### src/hdl/sfs_pkg.sv
`timescale 1ns / 1ps
// ----------------------------------------------------------------------------
// S.BUS frame serializer package
// Shared types and constants: transaction layouts, op codes, frame geometry.
// ----------------------------------------------------------------------------
package sfs_pkg;

	localparam int NUM_CHANNELS = 16;
	localparam int CHAN_W       = 11;
	localparam int FRAME_LENGTH = 25;
	localparam int PACKED_W     = NUM_CHANNELS * CHAN_W;
	localparam int PACKED_BYTES = PACKED_W / 8;

	localparam logic [7:0] HEADER_BYTE   = 8'h0F;
	localparam logic [7:0] END_BYTE      = 8'h00;
	localparam logic [3:0] PARITY_POS    = 4'd9;
	localparam logic [3:0] LAST_BIT_POS  = 4'd11;
	localparam logic [4:0] LAST_BYTE_POS = 5'd24;

	typedef enum logic [1:0] {
		OP_TICK   = 2'd0,
		OP_LOAD   = 2'd1,
		OP_COMMIT = 2'd2
	} op_t;

	typedef struct packed {
		logic [1:0]  op;
		logic [3:0]  channel_index;
		logic [10:0] channel_value;
		logic        digital_ch17;
		logic        digital_ch18;
		logic        frame_lost_flag;
		logic        failsafe_flag;
	} cmd_t;

	typedef struct packed {
		logic        wire_level;
		logic        busy_res;
		logic        commit_accepted;
		logic [31:0] frames_sent;
		logic [31:0] frames_dropped;
	} res_t;

	typedef struct packed {
		logic        we;
		logic [3:0]  index;
		logic [10:0] value;
	} stage_wr_t;

	typedef struct packed {
		logic       tick;
		logic       commit;
		logic [3:0] flags;
	} tx_ctl_t;

	typedef struct packed {
		logic        line;
		logic        sending;
		logic        accepted;
		logic [31:0] sent;
		logic [31:0] dropped;
	} tx_status_t;

endpackage

### src/hdl/sfs_cmd_if.sv
`timescale 1ns / 1ps
// ----------------------------------------------------------------------------
// Command channel
// Valid/ready channel carrying one command transaction.
// ----------------------------------------------------------------------------
interface sfs_cmd_if;
	logic          valid;
	logic          ready;
	sfs_pkg::cmd_t data;

	modport source (output valid, output data, input ready);
	modport sink   (input valid, input data, output ready);
endinterface

### src/hdl/sfs_res_if.sv
`timescale 1ns / 1ps
// ----------------------------------------------------------------------------
// Result channel
// Valid/ready channel carrying one result transaction.
// ----------------------------------------------------------------------------
interface sfs_res_if;
	logic          valid;
	logic          ready;
	sfs_pkg::res_t data;

	modport source (output valid, output data, input ready);
	modport sink   (input valid, input data, output ready);
endinterface

### src/hdl/sbus_frame_serializer.sv
`timescale 1ns / 1ps
// ----------------------------------------------------------------------------
// S.BUS frame serializer
// Stages channel words, packs a 25-byte frame on commit, sends it as 8E2.
// ----------------------------------------------------------------------------
// Usage:
//   cmd carries tick, channel-load and commit transactions; res returns
//   exactly one result transaction per command, in order.
//   cfg_we/cfg_data write invert_line; write it only while the block is idle.
//   A command accepted on cmd is held in the input register, processed when
//   it can move on, and its result is then registered in the result register.
//   Throughput is one command per cycle: the input register and the result
//   register both advance every cycle while res is taken.
//   Each tick command sends one line bit; a frame takes 25 x 12 ticks.
//   If res stalls, the held result keeps its value, one further command is
//   taken into the input register, and cmd.ready then drops.
//   After reset: staging store zero, line at mark, not sending, counters
//   zero, invert_line clear.
// ----------------------------------------------------------------------------
module sbus_frame_serializer (
	input  logic            clk,
	input  logic            arst_n,
	sfs_cmd_if.sink         cmd,
	sfs_res_if.source       res,
	input  logic            cfg_we,
	input  logic            cfg_data
);

	logic                          valid_s1;
	sfs_pkg::cmd_t                 item_s1;
	logic                          advance;
	logic                          invert_q;
	logic                          res_valid_q;
	sfs_pkg::res_t                 res_q;
	sfs_pkg::stage_wr_t            stage_wr;
	sfs_pkg::tx_ctl_t              tx_ctl;
	sfs_pkg::tx_status_t           tx_status;
	logic [sfs_pkg::PACKED_W-1:0]  packed_chans;

	assign advance   = valid_s1 && (!res_valid_q || res.ready);
	assign cmd.ready = !valid_s1 || advance;

	always_ff @(posedge clk or negedge arst_n) begin
		if (!arst_n) begin
			invert_q <= 1'b0;
		end else if (cfg_we) begin
			invert_q <= cfg_data;
		end
	end

	always_ff @(posedge clk or negedge arst_n) begin
		if (!arst_n) begin
			valid_s1 <= 1'b0;
		end else if (cmd.ready) begin
			valid_s1 <= cmd.valid;
		end
	end

	always_ff @(posedge clk) begin
		if (cmd.valid && cmd.ready) begin
			item_s1 <= cmd.data;
		end
	end

	assign stage_wr.we    = advance && (item_s1.op == sfs_pkg::OP_LOAD);
	assign stage_wr.index = item_s1.channel_index;
	assign stage_wr.value = item_s1.channel_value;

	assign tx_ctl.tick   = advance && (item_s1.op == sfs_pkg::OP_TICK);
	assign tx_ctl.commit = advance && (item_s1.op == sfs_pkg::OP_COMMIT);
	assign tx_ctl.flags  = {item_s1.failsafe_flag, item_s1.frame_lost_flag,
		item_s1.digital_ch18, item_s1.digital_ch17};

	sfs_staging u_staging (
		.clk          (clk),
		.arst_n       (arst_n),
		.wr           (stage_wr),
		.packed_chans (packed_chans)
	);

	sfs_frame_tx u_frame_tx (
		.clk          (clk),
		.arst_n       (arst_n),
		.ctl          (tx_ctl),
		.packed_chans (packed_chans),
		.status       (tx_status)
	);

	always_ff @(posedge clk or negedge arst_n) begin
		if (!arst_n) begin
			res_valid_q <= 1'b0;
		end else if (advance) begin
			res_valid_q <= 1'b1;
		end else if (res.ready) begin
			res_valid_q <= 1'b0;
		end
	end

	always_ff @(posedge clk) begin
		if (advance) begin
			res_q.wire_level      <= tx_status.line ^ invert_q;
			res_q.busy_res        <= tx_status.sending;
			res_q.commit_accepted <= tx_status.accepted;
			res_q.frames_sent     <= tx_status.sent;
			res_q.frames_dropped  <= tx_status.dropped;
		end
	end

	assign res.valid = res_valid_q;
	assign res.data  = res_q;

endmodule

### src/hdl/sfs_staging.sv
`timescale 1ns / 1ps
// ----------------------------------------------------------------------------
// Channel staging store
// Sixteen 11-bit channel words, presented as one LSB-first packed vector.
// ----------------------------------------------------------------------------
module sfs_staging (
	input  logic                            clk,
	input  logic                            arst_n,
	input  sfs_pkg::stage_wr_t              wr,
	output logic [sfs_pkg::PACKED_W-1:0]    packed_chans
);

	logic [sfs_pkg::CHAN_W-1:0] chan_q [sfs_pkg::NUM_CHANNELS];

	always_ff @(posedge clk or negedge arst_n) begin
		if (!arst_n) begin
			for (int i = 0; i < sfs_pkg::NUM_CHANNELS; i++) begin
				chan_q[i] <= '0;
			end
		end else if (wr.we) begin
			chan_q[wr.index] <= wr.value;
		end
	end

	for (genvar g = 0; g < sfs_pkg::NUM_CHANNELS; g++) begin : g_pack
		assign packed_chans[g*sfs_pkg::CHAN_W +: sfs_pkg::CHAN_W] = chan_q[g];
	end

endmodule

### src/hdl/sfs_frame_tx.sv
`timescale 1ns / 1ps
// ----------------------------------------------------------------------------
// Frame buffer and 8E2 bit sender
// Latches a packed frame on a commit while idle and emits one UART bit per tick.
// ----------------------------------------------------------------------------
module sfs_frame_tx (
	input  logic                            clk,
	input  logic                            arst_n,
	input  sfs_pkg::tx_ctl_t                ctl,
	input  logic [sfs_pkg::PACKED_W-1:0]    packed_chans,
	output sfs_pkg::tx_status_t             status
);

	logic [7:0]  frame_q [sfs_pkg::FRAME_LENGTH];
	logic [4:0]  byte_pos_q, byte_pos_d;
	logic [3:0]  bit_pos_q, bit_pos_d;
	logic        sending_q, sending_d;
	logic        line_q, line_d;
	logic [31:0] sent_q, sent_d;
	logic [31:0] dropped_q, dropped_d;
	logic        accepted;
	logic [7:0]  cur_byte;
	logic [3:0]  data_idx;
	logic        bit_val;
	logic        take;

	assign take     = ctl.commit && !sending_q;
	assign cur_byte = frame_q[byte_pos_q];
	assign data_idx = bit_pos_q - 4'd1;

	always_comb begin
		if (bit_pos_q == 4'd0) begin
			bit_val = 1'b0;
		end else if (bit_pos_q < sfs_pkg::PARITY_POS) begin
			bit_val = cur_byte[data_idx[2:0]];
		end else if (bit_pos_q == sfs_pkg::PARITY_POS) begin
			bit_val = ^cur_byte;
		end else begin
			bit_val = 1'b1;
		end
	end

	always_comb begin
		byte_pos_d = byte_pos_q;
		bit_pos_d  = bit_pos_q;
		sending_d  = sending_q;
		line_d     = line_q;
		sent_d     = sent_q;
		dropped_d  = dropped_q;
		accepted   = 1'b0;
		if (ctl.tick) begin
			if (!sending_q) begin
				line_d = 1'b1;
			end else begin
				line_d = bit_val;
				if (bit_pos_q == sfs_pkg::LAST_BIT_POS) begin
					bit_pos_d = '0;
					if (byte_pos_q == sfs_pkg::LAST_BYTE_POS) begin
						byte_pos_d = '0;
						sending_d  = 1'b0;
						sent_d     = sent_q + 32'd1;
						line_d     = 1'b1;
					end else begin
						byte_pos_d = byte_pos_q + 5'd1;
					end
				end else begin
					bit_pos_d = bit_pos_q + 4'd1;
				end
			end
		end else if (ctl.commit) begin
			if (sending_q) begin
				dropped_d = dropped_q + 32'd1;
			end else begin
				byte_pos_d = '0;
				bit_pos_d  = '0;
				sending_d  = 1'b1;
				accepted   = 1'b1;
			end
		end
	end

	always_ff @(posedge clk or negedge arst_n) begin
		if (!arst_n) begin
			byte_pos_q <= '0;
			bit_pos_q  <= '0;
			sending_q  <= 1'b0;
			line_q     <= 1'b1;
			sent_q     <= '0;
			dropped_q  <= '0;
		end else begin
			byte_pos_q <= byte_pos_d;
			bit_pos_q  <= bit_pos_d;
			sending_q  <= sending_d;
			line_q     <= line_d;
			sent_q     <= sent_d;
			dropped_q  <= dropped_d;
		end
	end

	// frame buffer, no reset: only read after a commit fills it
	always_ff @(posedge clk) begin
		if (take) begin
			frame_q[0] <= sfs_pkg::HEADER_BYTE;
			for (int k = 0; k < sfs_pkg::PACKED_BYTES; k++) begin
				frame_q[k+1] <= packed_chans[k*8 +: 8];
			end
			frame_q[sfs_pkg::FRAME_LENGTH-2] <= {4'd0, ctl.flags};
			frame_q[sfs_pkg::FRAME_LENGTH-1] <= sfs_pkg::END_BYTE;
		end
	end

	assign status.line     = line_d;
	assign status.sending  = sending_d;
	assign status.accepted = accepted;
	assign status.sent     = sent_d;
	assign status.dropped  = dropped_d;

	a_idle_pos_zero: assert property (@(posedge clk) disable iff (!arst_n)
		!sending_q |-> (bit_pos_q == 4'd0 && byte_pos_q == 5'd0))
		else $error("position counters not cleared while idle");

	a_idle_mark: assert property (@(posedge clk) disable iff (!arst_n)
		!sending_q |-> line_q)
		else $error("line not at mark while idle");

	a_bit_range: assert property (@(posedge clk) disable iff (!arst_n)
		bit_pos_q <= sfs_pkg::LAST_BIT_POS)
		else $error("bit position out of range");

	a_byte_range: assert property (@(posedge clk) disable iff (!arst_n)
		byte_pos_q <= sfs_pkg::LAST_BYTE_POS)
		else $error("byte position out of range");

	a_sent_on_end: assert property (@(posedge clk) disable iff (!arst_n)
		$fell(sending_q) |-> sent_q == $past(sent_q) + 32'd1)
		else $error("frame end not counted");

endmodule
### src/flat_wrapper.sv
// flat-port wrapper written by rule: the top's interface ports become plain ports
module sbus_frame_serializer_flat 
  (clk, arst_n, cfg_we, cfg_data, cmd_valid, cmd_data, cmd_ready, res_valid, res_data, res_ready);
  sfs_cmd_if cmd_i ();
  sfs_res_if res_i ();
  input  logic clk;
  input  logic arst_n;
  input  logic cfg_we;
  input  logic cfg_data;
  input wire logic [$bits(cmd_i.valid)-1:0] cmd_valid;
  input wire logic [$bits(cmd_i.data)-1:0] cmd_data;
  output wire logic [$bits(cmd_i.ready)-1:0] cmd_ready;
  output wire logic [$bits(res_i.valid)-1:0] res_valid;
  output wire logic [$bits(res_i.data)-1:0] res_data;
  input wire logic [$bits(res_i.ready)-1:0] res_ready;
  assign cmd_i.valid = cmd_valid;
  assign cmd_i.data = cmd_data;
  assign cmd_ready = cmd_i.ready;
  assign res_valid = res_i.valid;
  assign res_data = res_i.data;
  assign res_i.ready = res_ready;
  sbus_frame_serializer u_core (.clk(clk), .arst_n(arst_n), .cmd(cmd_i), .res(res_i), .cfg_we(cfg_we), .cfg_data(cfg_data));
endmodule
### config.mk
export PLATFORM = sky130hd
export DESIGN_NAME = sbus_frame_serializer_flat
export DESIGN_NICKNAME = d
export VERILOG_FILES = /design/src/hdl/sfs_pkg.sv /design/src/hdl/sfs_cmd_if.sv /design/src/hdl/sfs_res_if.sv /design/src/hdl/sbus_frame_serializer.sv /design/src/hdl/sfs_staging.sv /design/src/hdl/sfs_frame_tx.sv /design/src/flat_wrapper.sv
export SDC_FILE = /design/constraint.sdc
export NUM_CORES = 1
export LEC_CHECK = 0
export ABC_AREA = 1
export BUFFER_PORTS_ARGS = -buffer_cell sky130_fd_sc_hd__buf_2
export CAP_MARGIN = 20
export CORE_MARGIN = 1.5
export CORE_UTILIZATION = 40
export CTS_CLUSTER_DIAMETER = 150
export DETAILED_ROUTE_END_ITERATION = 16
export GPL_TIMING_DRIVEN = 1
export PLACE_DENSITY = 0.54
export SLEW_MARGIN = 20
export SYNTH_ARGS = -nofsm -noshare
export SYNTH_HDL_FRONTEND = slang
export SYNTH_SLANG_ARGS = --single-unit
### constraint.sdc
create_clock -name clk -period 19.4 [get_ports clk]
set_input_delay 1.94 -clock clk [delete_from_list [all_inputs] [get_ports clk]]
set_output_delay 1.94 -clock clk [all_outputs]
set_load 0.1 [all_outputs]
==> metrics.txt, run 1 <==
asr flop ratio synth=between 40% and 50%; Cell Rows=83; most frequent cells after synthesis=501 x nand2_1, 268 x edfxtp_1, 253 x dfrtp_1, 226 x o21ai_0, 161 x inv_1; CTS tree=done; Setup Buffers After CTS=0; ANT nets after route=0; Routed wire per std cell=~17 µm; Vias/cell=4.94; clk slew on worst S/H paths=about 60 ps; Syn Nets=1938; layout cells sized above 1=10.7%; vias in the first global route=13023; Final GP Congestion=0.848; Max clock buf depth=3; Final setup viols=0; top-count cell post-synth=nand2_1; Worst Setup Path Type=input port to output port; I/O Buffers=95; Cell Pwr Density=132 nW/µm²; leakage power=10.3 nW; post-synthesis cell type count=44; Post-Synthesis Cell Area=20800 µm²; Req. time, crit path=17460 ps; GRT overflow=0; Worst Max-Slew Pin Slew=1110 ps; DRC viols=0; YS warnings=0; Detailed Route WL=47.2 mm; sequential element share of the synthesized area=69.4%; synthesized flop and latch total=522; Die Height=231 µm; Core Util, Final=46.1%; Clk Tree Root Cell=clkbuf_16; leading post-synthesis cells by cell area=edfxtp_1 39%, dfrtp_1 30%, nand2_1 9.1%; GRT Util Overall=18.1%; Arr. time, crit path=2580 ps; hold path endpoint=u_core.u_frame_tx.frame_q[23][3]; CP Launch Type=input port; antenna violations before repair=2; DP Wirelength=27.0 mm; die width=~230 µm; Cells after Synth=1902; Initial DRT Pass Iterations=5; max-slew violation total from the final report=0; syn_area_per_cell=10.9 µm²; final clock skew=16.4 ps; Post-synth EDFFs=between 200 and 300; Crit Reg-Reg Endpoint=u_core.res.data[43]; run status=completed; Layout Nets=slightly above 2000; Reg2Reg Launch Point=u_core.u_frame_tx.byte_pos_q[0]; initial core utilization=40.5%; CP Capture Type=output port; RSZ-0062 raised after global routing=no; DR vias=13356; Max Cap Viol=0; Worst Reg-to-Reg Cells=11; Clock Sinks=522; P&R area growth vs syn=13.8%; Post-CTS Resized=0; hold crit path type=register to register; Worst slew margin=26.2%; dominant synthesized flop cell=edfxtp_1; period utilization=23.3%; CP Max Fanout=3; VDD IR max=0.0600 mV; R2R Setup Slk=between 15000 and 20000 ps; H-tree lvl count=2; core box area=51300 µm²; CP startpoint=res_ready; drt first-iter violations=1088; CTS Buf Count=54; Fin Setup TNS=0 ps; # hold bufs at CTS=0; Antenna Cells=0; Fmax=221 MHz; Hold Path Depth=0; number of top-level pins=96; largest net degree at the start of global routing=approximately 180; later-pin clock latency in the skew report=between 500 and 600 ps; worst hold path startpoint=u_core.item_s1[0]; Final min period=between 4000 and 5000 ps; first-pass GRT wire length=74.4 mm; leading area contributor after synthesis=edfxtp_1; Die ar.=53300 µm²; hold violation count in the final report=0; Yosys top cell area share=between 30% and 40%
==> metrics by stage <==
stage          setup slack, ps  hold slack, ps  std cells  instance area [µm²]  total power [W]
6_report                 14880             424       2705                23600          0.00312
3_3_place_gp             14850             409       2604                21800          0.00209
5_1_grt                  14780             438       2705                23600          0.00329
3_5_place_dp             14870             411       2604                21800          0.00210
4_1_cts                  14870             427       2705                23600          0.00315
2_1_floorplan             8700             400       1902                20800          0.00188
==> power by group <==
group          internal (W)  switching (W)
clock              0.000617       0.000429
sequential          0.00128      0.0000707
combinational      0.000181       0.000546
==> placed cells by master, fill, tap and decap left out, types with 4 or more instances in the layout <==
cell type | synthesis | layout
a21oi_1 | 18 | 18
buf_2 | 20 | 94
buf_4 | 2 | 4
bufinv_16 | 0 | 6
clkbuf_1 | 54 | 9
clkbuf_16 | 0 | 55
clkbuf_8 | 0 | 5
clkinv_1 | 2 | 15
clkinv_2 | 0 | 9
dfrtp_1 | 253 | 252
edfxtp_1 | 268 | 268
ha_1 | 9 | 9
inv_1 | 161 | 160
inv_2 | 6 | 7
nand2_1 | 501 | 501
nand3_1 | 99 | 99
nand4_1 | 13 | 13
nor2_1 | 130 | 129
nor2_4 | 5 | 6
nor3_1 | 25 | 25
nor4_1 | 7 | 7
o211ai_1 | 5 | 5
o21ai_0 | 226 | 226
o22ai_1 | 5 | 5
or2_2 | 5 | 5
xnor2_1 | 20 | 20
xor2_1 | 40 | 40
==> metal layers <==
| metal | global-route usage, % | wire [µm] | up-vias |
|---|---|---|---|
| li1 | - | - | 6445 |
| met1 | 25.3 | 22100 | 6511 |
| met2 | 29.2 | 21700 | 316 |
| met3 | 2.71 | 2360 | 84 |
| met4 | 5.17 | 1050 | 0 |
| met5 | 0 | 0 | - |
==> registers in the layout, indices dropped and copies added, names as in the netlist <==
name                           cells
u_core.u_frame_tx.frame_q        180
u_core.u_staging.packed_chans    176
u_core.res.data                   67
u_core.u_frame_tx.dropped_q       32
u_core.u_frame_tx.sent_q          32
u_core.item_s1                    21
u_core.u_frame_tx.byte_pos_q       5
u_core.u_frame_tx.bit_pos_q        4
u_core.invert_q                    1
u_core.res.valid                   1
u_core.u_frame_tx.line_q           1
u_core.u_frame_tx.sending_q        1
u_core.valid_s1                    1
==> critical path, cell delays in order <==
cell	delay [ps]
buf_2	70
inv_1	40
nand3_1	90
buf_2	440
==> kinds of logic (layout without fill, tap and decap cells) <==
| family | count (synthesis) | after routing | share of synthesized area, % |
|---|---|---|---|
| adder cells (fa/ha/maj) | 9 | 9 | 0.542 |
| XOR/XNOR | 60 | 60 | 2.53 |
| AND/OR/NAND/NOR | 805 | 805 | 16.5 |
| buffers and inverters | 248 | 371 | 4.71 |
| flip-flops | 522 | 522 | 69.4 |
| AO/OA/AOI/OAI | 258 | 258 | 6.36 |
==> cell type report <==
class | count | area, µm²
Sequential cell | 522 | 14400
Tap cell | 680 | 851
Multi-Input combinational cell | 1132 | 5390
Clock buffer | 69 | 1480
Clock inverter | 32 | 310
Fill cell | 4826 | 27700
Timing Repair Buffer | 101 | 556
Inverter | 169 | 634
==> worst max-delay path by stage <==
stage / to / slack (ps) / cells past startpoint
3_5_place_dp: cmd_ready / 14870 / 4
3_3_place_gp: cmd_ready / 14850 / 4
2_1_floorplan: u_core.u_frame_tx.frame_q[10][0] / 8700 / 8
6_report: cmd_ready / 14880 / 4
4_1_cts: cmd_ready / 14870 / 4
5_1_grt: u_core.res.data[43] / 14780 / 11
Power figures use the tool's default switching activity.
==> inputs of run 2 (changes only) <==
==> constraint.sdc (replaced) <==
create_clock -name clk -period 4.2 [get_ports clk]
set_input_delay 0.42 -clock clk [delete_from_list [all_inputs] [get_ports clk]]
set_output_delay 0.42 -clock clk [all_outputs]
set_load 0.1 [all_outputs]
==> metrics.txt, run 2 (synthesis results as in run 1) <==
Top reg by flops=u_core.u_frame_tx.frame_q (unchanged); Layout Nets=2047 (was 2016); max-slew violation total from the final report=0 (unchanged); Worst slew margin=16.5% (was 26.2%); ANT nets after route=0 (unchanged); leakage power=10.4 nW (was 10.3 nW); Die Height=231 µm (unchanged); Final setup viols=0 (unchanged); Final Non-Filler Cells=2738 (was 2705); Seq. cell area=14400 µm² (about the same); first-pass GRT wire length=77.6 mm (was 74.4 mm); DRC viols=0 (unchanged); DR vias=13513 (was 13356); cell family contributing the most delay on the critical path=simple AND/OR/NAND/NOR gates (was buffers and inverters); Arr. time, crit path=3840 ps (was 2580 ps); area of the multi-input gates=5400 µm² (was 5390 µm²); Clock Power Share=32.2% (was 33.5%); Fmax=287 MHz; Max Cap Viol=0 (unchanged); VDD IR max=0.310 mV (was 0.0600 mV); fill count=4793 (was 4826); commonest non-fill, non-tap cell in the layout=nand2_1 (unchanged); I/O Buffers=95 (unchanged); antenna violations before repair=0 (was 2); Final Cell Area=23800 µm² (was 23600 µm²); Max stage delay cell, worst path=dfrtp_1 (was buf_2); CP Max Fanout=16 (was 3); run status=completed (unchanged); number of top-level pins=96 (unchanged); largest net degree at the start of global routing=181 (unchanged); P&R area growth vs syn=14.7% (was 13.8%); Routed wire per std cell=18.2 µm (was 17.5 µm); Final GP Congestion=0.891 (was 0.848); core box area=51300 µm² (unchanged); Detailed Route WL=49.8 mm (was 47.2 mm); GRT overflow=0 (unchanged); max reg flops=180 (unchanged); Req. time, crit path=4550 ps (was 17460 ps); worst-path cell chain=inv_1, nor2_4, nand2_1, o21ai_0, o21ai_0, nand2_1, nand2_1, nand2_1, nand2_1, nand2_1, nand2_1, nand3_1, nand2_1, nand2_1, nand2_1, nand2_1, nand2_1 (was buf_2, inv_1, nand3_1, buf_2); CP Capture Type=register (was output port); DP Wirelength=30.8 mm (was 27.0 mm); WP buf/inv=1 (was 3); final worst slack=714 ps (was 14880 ps); clk slew on worst S/H paths=60 ps (about the same); dpl cells=2613 (was 2604); vias in the first global route=13221 (was 13023); Post-CTS Resized=0 (unchanged); Crit path top cell by count=nand2_1 (was buf_2); hold violation count in the final report=0 (unchanged); Placed Area=21900 µm² (was 21800 µm²); RSZ-0062 raised after global routing=no (unchanged); Max clock buf depth=3 (unchanged); Clk Tree Root Cell=clkbuf_16 (unchanged); CTS tree=done (unchanged); Clock Sinks=522 (unchanged); Vias/cell=4.94 (about the same); drt first-iter violations=1195 (was 1088); Worst Max-Slew Pin Slew=1250 ps (was 1110 ps); Worst path max stage delay=770 ps (was 440 ps); period utilization=83.0%; dpl ws=828 ps (was 14870 ps); H-tree lvl count=2 (unchanged); initial core utilization=40.5% (unchanged); Worst Setup Path Type=register to register (was input port to output port); CP Launch Type=register (was input port); Psw=0.00474 W (was 0.00105 W); Final min period=3490 ps; GRT Util Overall=19.1% (was 18.1%); Cell Pwr Density=592 nW/µm² (was 132 nW/µm²); Initial DRT Pass Iterations=6 (was 5); hold crit path type=input port to register (was register to register); Setup Buffers After CTS=0 (unchanged); Switching Share=33.6% (was 33.5%); Seq pwr share=43.9% (was 43.2%); die width=231 µm (unchanged); commonest cells after routing, fill and taps aside=499 x nand2_1, 268 x edfxtp_1, 251 x dfrtp_1 (was 501 x nand2_1, 268 x edfxtp_1, 252 x dfrtp_1); CTS Buf Count=54 (unchanged); layout cells sized above 1=11.1% (was 10.7%); Cell Rows=83 (unchanged); Die ar.=53300 µm² (unchanged); Gate power share=23.9% (was 23.3%); final clock skew=26.0 ps (was 16.4 ps); later-pin clock latency in the skew report=610 ps (was 590 ps); Int Pwr=0.00937 W (was 0.00208 W)
run 2: cell types whose count changed in the layout (fill, tap and decap cells not counted), moves of 2 or more:
cell           delta
clkbuf_1          +8
clkinv_2          +6
nand2_2           +2
bufinv_16         -3
dlygate4sd3_1    +22
nand2_1           -2
buf_12            +2
clkinv_1          -6
buf_4             +7
clkbuf_8          -5
run 2: layout make-up:
cell class / instances / share of cell area (%)
Clock buffer: 71 / 5.94
Antenna cell: 1 / 0.0105
Sequential cell: 522 / 60.5
Clock inverter: 31 / 1.04
Tap cell: 680 / 3.57
Inverter: 169 / 2.66
Timing Repair Buffer: 132 / 3.64
Multi-Input combinational cell: 1132 / 22.7
run 2: worst reg2reg max path: stages (launching register included):
cell,delay [ps]
dfrtp_1,770
inv_1,370
nor2_4,370
nand2_1,140
o21ai_0,460
o21ai_0,220
nand2_1,170
nand2_1,60
nand2_1,90
nand2_1,50
nand2_1,60
nand2_1,50
nand3_1,120
nand2_1,70
nand2_1,80
nand2_1,70
nand2_1,60
nand2_1,40
run 2: power by group through the flow:
stage,clock [W],sequential (W),combinational (W)
floorplan,0,0.00665,0.00204
global placement,0,0.00627,0.00335
detailed placement,0,0.00629,0.00336
CTS,0.00466,0.00619,0.00339
global route,0.00486,0.00625,0.00378
finish,0.00455,0.00620,0.00337
run 2: path summary, 6_finish.rpt:
path,startpoint,end,slack [ps],depth (start not counted)
min in group asynchronous,arst_n,u_core.u_frame_tx.sent_q[8],460,2
worst min-delay path,cmd_valid,u_core.valid_s1,40,3
worst max register to register,u_core.u_frame_tx.byte_pos_q[2],u_core.res.data[66],710,17
worst max-delay path,u_core.u_frame_tx.byte_pos_q[2],u_core.res.data[66],710,17
worst min register to register,u_core.item_s1[2],u_core.u_frame_tx.frame_q[23][1],420,0
max in group asynchronous,arst_n,u_core.u_staging.packed_chans[135],2680,3
run 2: what timing repair did:
| item | in CTS | in global routing |
|---|---|---|
| setup endpoints to repair | 0 | 0 |
| hold buffers | 22 | 0 |
| endpoints found under the hold margin | 115 | 0 |
run 2: metrics by stage:
step / TNS (ps) / hold WS [ps] / total power, W / util, %
4_1_cts: 0 / 2.46 / 0.0143 / 46.4
3_3_place_gp: 0 / 410 / 0.00962 / 42.8
2_1_floorplan: -3070 / 124 / 0.00869 / -
5_1_grt: 0 / 39.0 / 0.0149 / 46.4
3_5_place_dp: 0 / 415 / 0.00965 / 42.8
6_report: 0 / 37.6 / 0.0141 / 46.4
run 2: layer usage:
layer	GRT usage [%]	up-vias	wire length, µm
met2	29.7	354	22500
met3	3.06	105	2550
met4	6.82	0	1550
met5	0	-	0
met1	27.1	6552	23200
li1	-	6502	-
==> inputs of run 3 (changes only) <==
--- a/config.mk
+++ b/config.mk
@@ -5,7 +5,7 @@
 export SDC_FILE = /design/constraint.sdc
 export NUM_CORES = 1
 export LEC_CHECK = 0
-export ABC_AREA = 1
+export ABC_AREA = 0
 export BUFFER_PORTS_ARGS = -buffer_cell sky130_fd_sc_hd__buf_2
 export CAP_MARGIN = 20
 export CORE_MARGIN = 1.5
@@ -13,7 +13,7 @@
 export CTS_CLUSTER_DIAMETER = 150
 export DETAILED_ROUTE_END_ITERATION = 16
 export GPL_TIMING_DRIVEN = 1
-export PLACE_DENSITY = 0.54
+export PLACE_DENSITY = 0.56
 export SLEW_MARGIN = 20
 export SYNTH_ARGS = -nofsm -noshare
 export SYNTH_HDL_FRONTEND = slang
==> constraint.sdc (replaced) <==
create_clock -name clk -period 3.2 [get_ports clk]
set_input_delay 0.32 -clock clk [delete_from_list [all_inputs] [get_ports clk]]
set_output_delay 0.32 -clock clk [all_outputs]
set_load 0.1 [all_outputs]
==> metrics.txt, run 3 <==
run status=completed (unchanged); RSZ-0062 raised after global routing=no (unchanged); first-pass GRT wire length=66.8 mm (was 77.6 mm); initial core utilization=40.4% (was 40.5%); Crit Reg-Reg Endpoint=u_core.res.data[66] (unchanged); grt met2 use=27.2% (was 29.7%); CTS Buf Count=53 (was 54); Reg2Reg Launch Point=u_core.u_frame_tx.byte_pos_q[0] (was u_core.u_frame_tx.byte_pos_q[2]); leading area contributor after synthesis=edfxtp_1 (unchanged); Die ar.=51700 µm² (was 53300 µm²); met1 usage=25.4% (was 27.1%); Compound-Gate Fraction of Synth Area=2.60% (was 6.36%); Die Height=227 µm (was 231 µm); Post-synth EDFFs=268 (unchanged); asr flop ratio synth=48.7% (unchanged); Max Cap Viol=0 (unchanged); core box area=49900 µm² (was 51300 µm²); CTS tree=done (unchanged); Post-CTS Resized=0 (unchanged); Seq. cell area=14400 µm² (about the same); largest net degree at the start of global routing=80 (was 181); Antenna Cells=0 (was 1); GRT Util Overall=17.6% (was 19.1%); Detailed Route WL=43.7 mm (was 49.8 mm); drt first-iter violations=694 (was 1195); Routed wire per std cell=21.0 µm (was 18.2 µm); ANT nets after route=0 (unchanged); top-count cell post-synth=edfxtp_1 (was nand2_1); number of top-level pins=96 (unchanged); Top Usage Layer GRT=met2 (unchanged); final clock skew=11.8 ps (was 26.0 ps); YS warnings=0 (unchanged); sequential element share of the synthesized area=71.6% (was 69.4%); Yosys top cell area share=40.0% (was 38.7%); DP Wirelength=27.5 mm (was 30.8 mm); Final min period=2950 ps (was 3490 ps); multiplexer share of the synthesized area=15.0% (was 0%); H-tree lvl count=2 (unchanged); Clk Tree Root Cell=clkbuf_16 (unchanged); Fin Setup TNS=0 ps (unchanged); I/O Buffers=95 (unchanged); largest family of logic cells by synthesized area=multiplexers (was simple AND/OR/NAND/NOR gates); Fmax=339 MHz (was 287 MHz); simple-gate share of the synthesized area=5.49% (was 16.5%); Vias/cell=5.05 (was 4.94); fill count=4372 (was 4793); Syn Nets=1219 (was 1938); R2R Setup Slk=250 ps (was 710 ps); die width=227 µm (was 231 µm); Final setup viols=0 (unchanged); CP Launch Type=register (unchanged); max-slew violation total from the final report=0 (unchanged); DRC viols=0 (unchanged); Clock Sinks=522 (unchanged); CP Capture Type=register (unchanged); antenna violations before repair=1 (was 0); XOR/XNOR Fraction of Synth Area=3.05% (was 2.53%); met3 Usage GRT=3.24% (was 3.06%); Worst slew margin=24.6% (was 16.5%); max reg flops=180 (unchanged); Layout Nets=1400 (was 2047); Final Total Pwr=0.0158 W (was 0.0141 W); commonest non-fill, non-tap cell in the layout=edfxtp_1 (was nand2_1); hold violation count in the final report=0 (unchanged); Worst Reg-to-Reg Cells=10 (was 17); Cells after Synth=1183 (was 1902); commonest cells after routing, fill and taps aside=268 x edfxtp_1, 250 x dfrtp_1, 185 x mux2_2 (was 499 x nand2_1, 268 x edfxtp_1, 251 x dfrtp_1); DR vias=10489 (was 13513); worst-path cell chain=buf_12, mux4_1, nor2_1, o31a_1, nand4b_1, a311oi_1, o211ai_2, nor3b_2, a21oi_2, xor2_1 (was inv_1, nor2_4, nand2_1, o21ai_0, o21ai_0, nand2_1, nand2_1, nand2_1, nand2_1, nand2_1, nand2_1, nand3_1, nand2_1, nand2_1, nand2_1, nand2_1, nand2_1); leading post-synthesis cells by cell area=edfxtp_1 40%, dfrtp_1 31%, mux2_2 10% (was edfxtp_1 39%, dfrtp_1 30%, nand2_1 9.1%); later-pin clock latency in the skew report=590 ps (was 610 ps); Cell Rows=82 (was 83); Arr. time, crit path=3280 ps (was 3840 ps); synthesized flop and latch total=522 (unchanged); dominant synthesized flop cell=edfxtp_1 (unchanged); Worst Max-Slew Pin Slew=1130 ps (was 1250 ps); worst hold path startpoint=res_ready (was cmd_valid); Worst Setup Path Type=register to register (unchanged); syn_area_per_cell=17.0 µm² (was 10.9 µm²); synthesized-area fraction occupied by adder cells=0.559% (was 0.542%); CP Max Fanout=26 (was 16); Hold Path Depth=3 (unchanged); Req. time, crit path=3530 ps (was 4550 ps); area of the multi-input gates=5400 µm² (about the same); P&R area growth vs syn=17.3% (was 14.7%); Max clock buf depth=3 (unchanged); leakage power=9.81 nW (was 10.4 nW); most frequent cells after synthesis=268 x edfxtp_1, 253 x dfrtp_1, 185 x mux2_2, 45 x xnor2_1, 43 x nor2_1 (was 501 x nand2_1, 268 x edfxtp_1, 253 x dfrtp_1, 226 x o21ai_0, 161 x inv_1); Initial DRT Pass Iterations=8 (was 6); Max stage delay cell, worst path=mux4_1 (was dfrtp_1); period utilization=92.1% (was 83.0%); post-synthesis cell type count=75 (was 44); Top reg by flops=u_core.u_frame_tx.frame_q (unchanged); Worst path max stage delay=600 ps (was 770 ps); Cell Pwr Density=671 nW/µm² (was 592 nW/µm²); Final GP Congestion=0.841 (was 0.891); layout cells sized above 1=32.4% (was 11.1%); VDD IR max=0.441 mV (was 0.310 mV); clk slew on worst S/H paths=60 ps (about the same); Post-Synthesis Cell Area=20100 µm² (was 20800 µm²); hold crit path type=input port to register (unchanged); GRT overflow=0 (unchanged); hold_ws=43.8 ps (was 37.6 ps); Core Util, Final=47.3% (was 46.4%); vias in the first global route=10692 (was 13221); CP startpoint=u_core.u_frame_tx.byte_pos_q[0] (was u_core.u_frame_tx.byte_pos_q[2]); Setup Buffers After CTS=0 (unchanged); hold path endpoint=u_core.res.valid (was u_core.valid_s1)
-- run 3: worst max-delay path by stage --
stage	endpoint	slack [ps]	depth (start not counted)
final	u_core.res.data[66]	250	10
after global routing	u_core.res.data[66]	60	11
after global placement	u_core.res.data[66]	260	11
after CTS	u_core.res.data[66]	230	11
after detailed placement	u_core.res.data[66]	250	11
after floorplan	u_core.u_frame_tx.frame_q[10][0]	-3860	3
-- run 3: area by class of cell --
| cell class | count | area share [%] |
|---|---|---|
| Multi-Input combinational cell | 594 | 22.9 |
| Clock inverter | 23 | 0.668 |
| Timing Repair Buffer | 174 | 5.34 |
| Sequential cell | 522 | 61.1 |
| Tap cell | 672 | 3.56 |
| Inverter | 19 | 0.302 |
| Clock buffer | 72 | 6.18 |
-- run 3: what timing repair did --
item                                    CTS  global route
hold buffers                             25             0
endpoints found under the hold margin    80             0
endpoints found under the setup margin    0             0
-- run 3: critical path: cells and delay by family (launching register included) --
family	cells	cell delay, ps
simple gates	3	500
mux	1	600
buf+inv	1	230
xor+xnor	1	140
compound gates	4	750
flops	1	460
-- run 3: power by group --
part / internal (W) / switching [W]
logic: 0.000859 / 0.00128
registers: 0.00760 / 0.000270
clock network: 0.00333 / 0.00249
total: 0.0118 / 0.00404
-- run 3: through the flow --
stage	instances	worst slack [ps]	instance area, µm²
6_report	2076	253	23600
5_1_grt	2076	59.6	23600
4_1_cts	2076	232	23600
3_5_place_dp	1956	252	21700
3_3_place_gp	1953	262	21700
2_1_floorplan	1183	-3860	20200
-- run 3: routing by layer --
metal	vias up	share of wire, %
li1	4787	-
met5	-	0
met4	0	2.3
met1	5401	48
met3	65	4.4
met2	236	46
-- run 3: logic make-up after synthesis --
kind of cell | Yosys count
compound gates | 66
xor+xnor | 70
simple gates | 206
mux | 243
fa+ha+maj | 9
buf+inv | 67
flops | 522
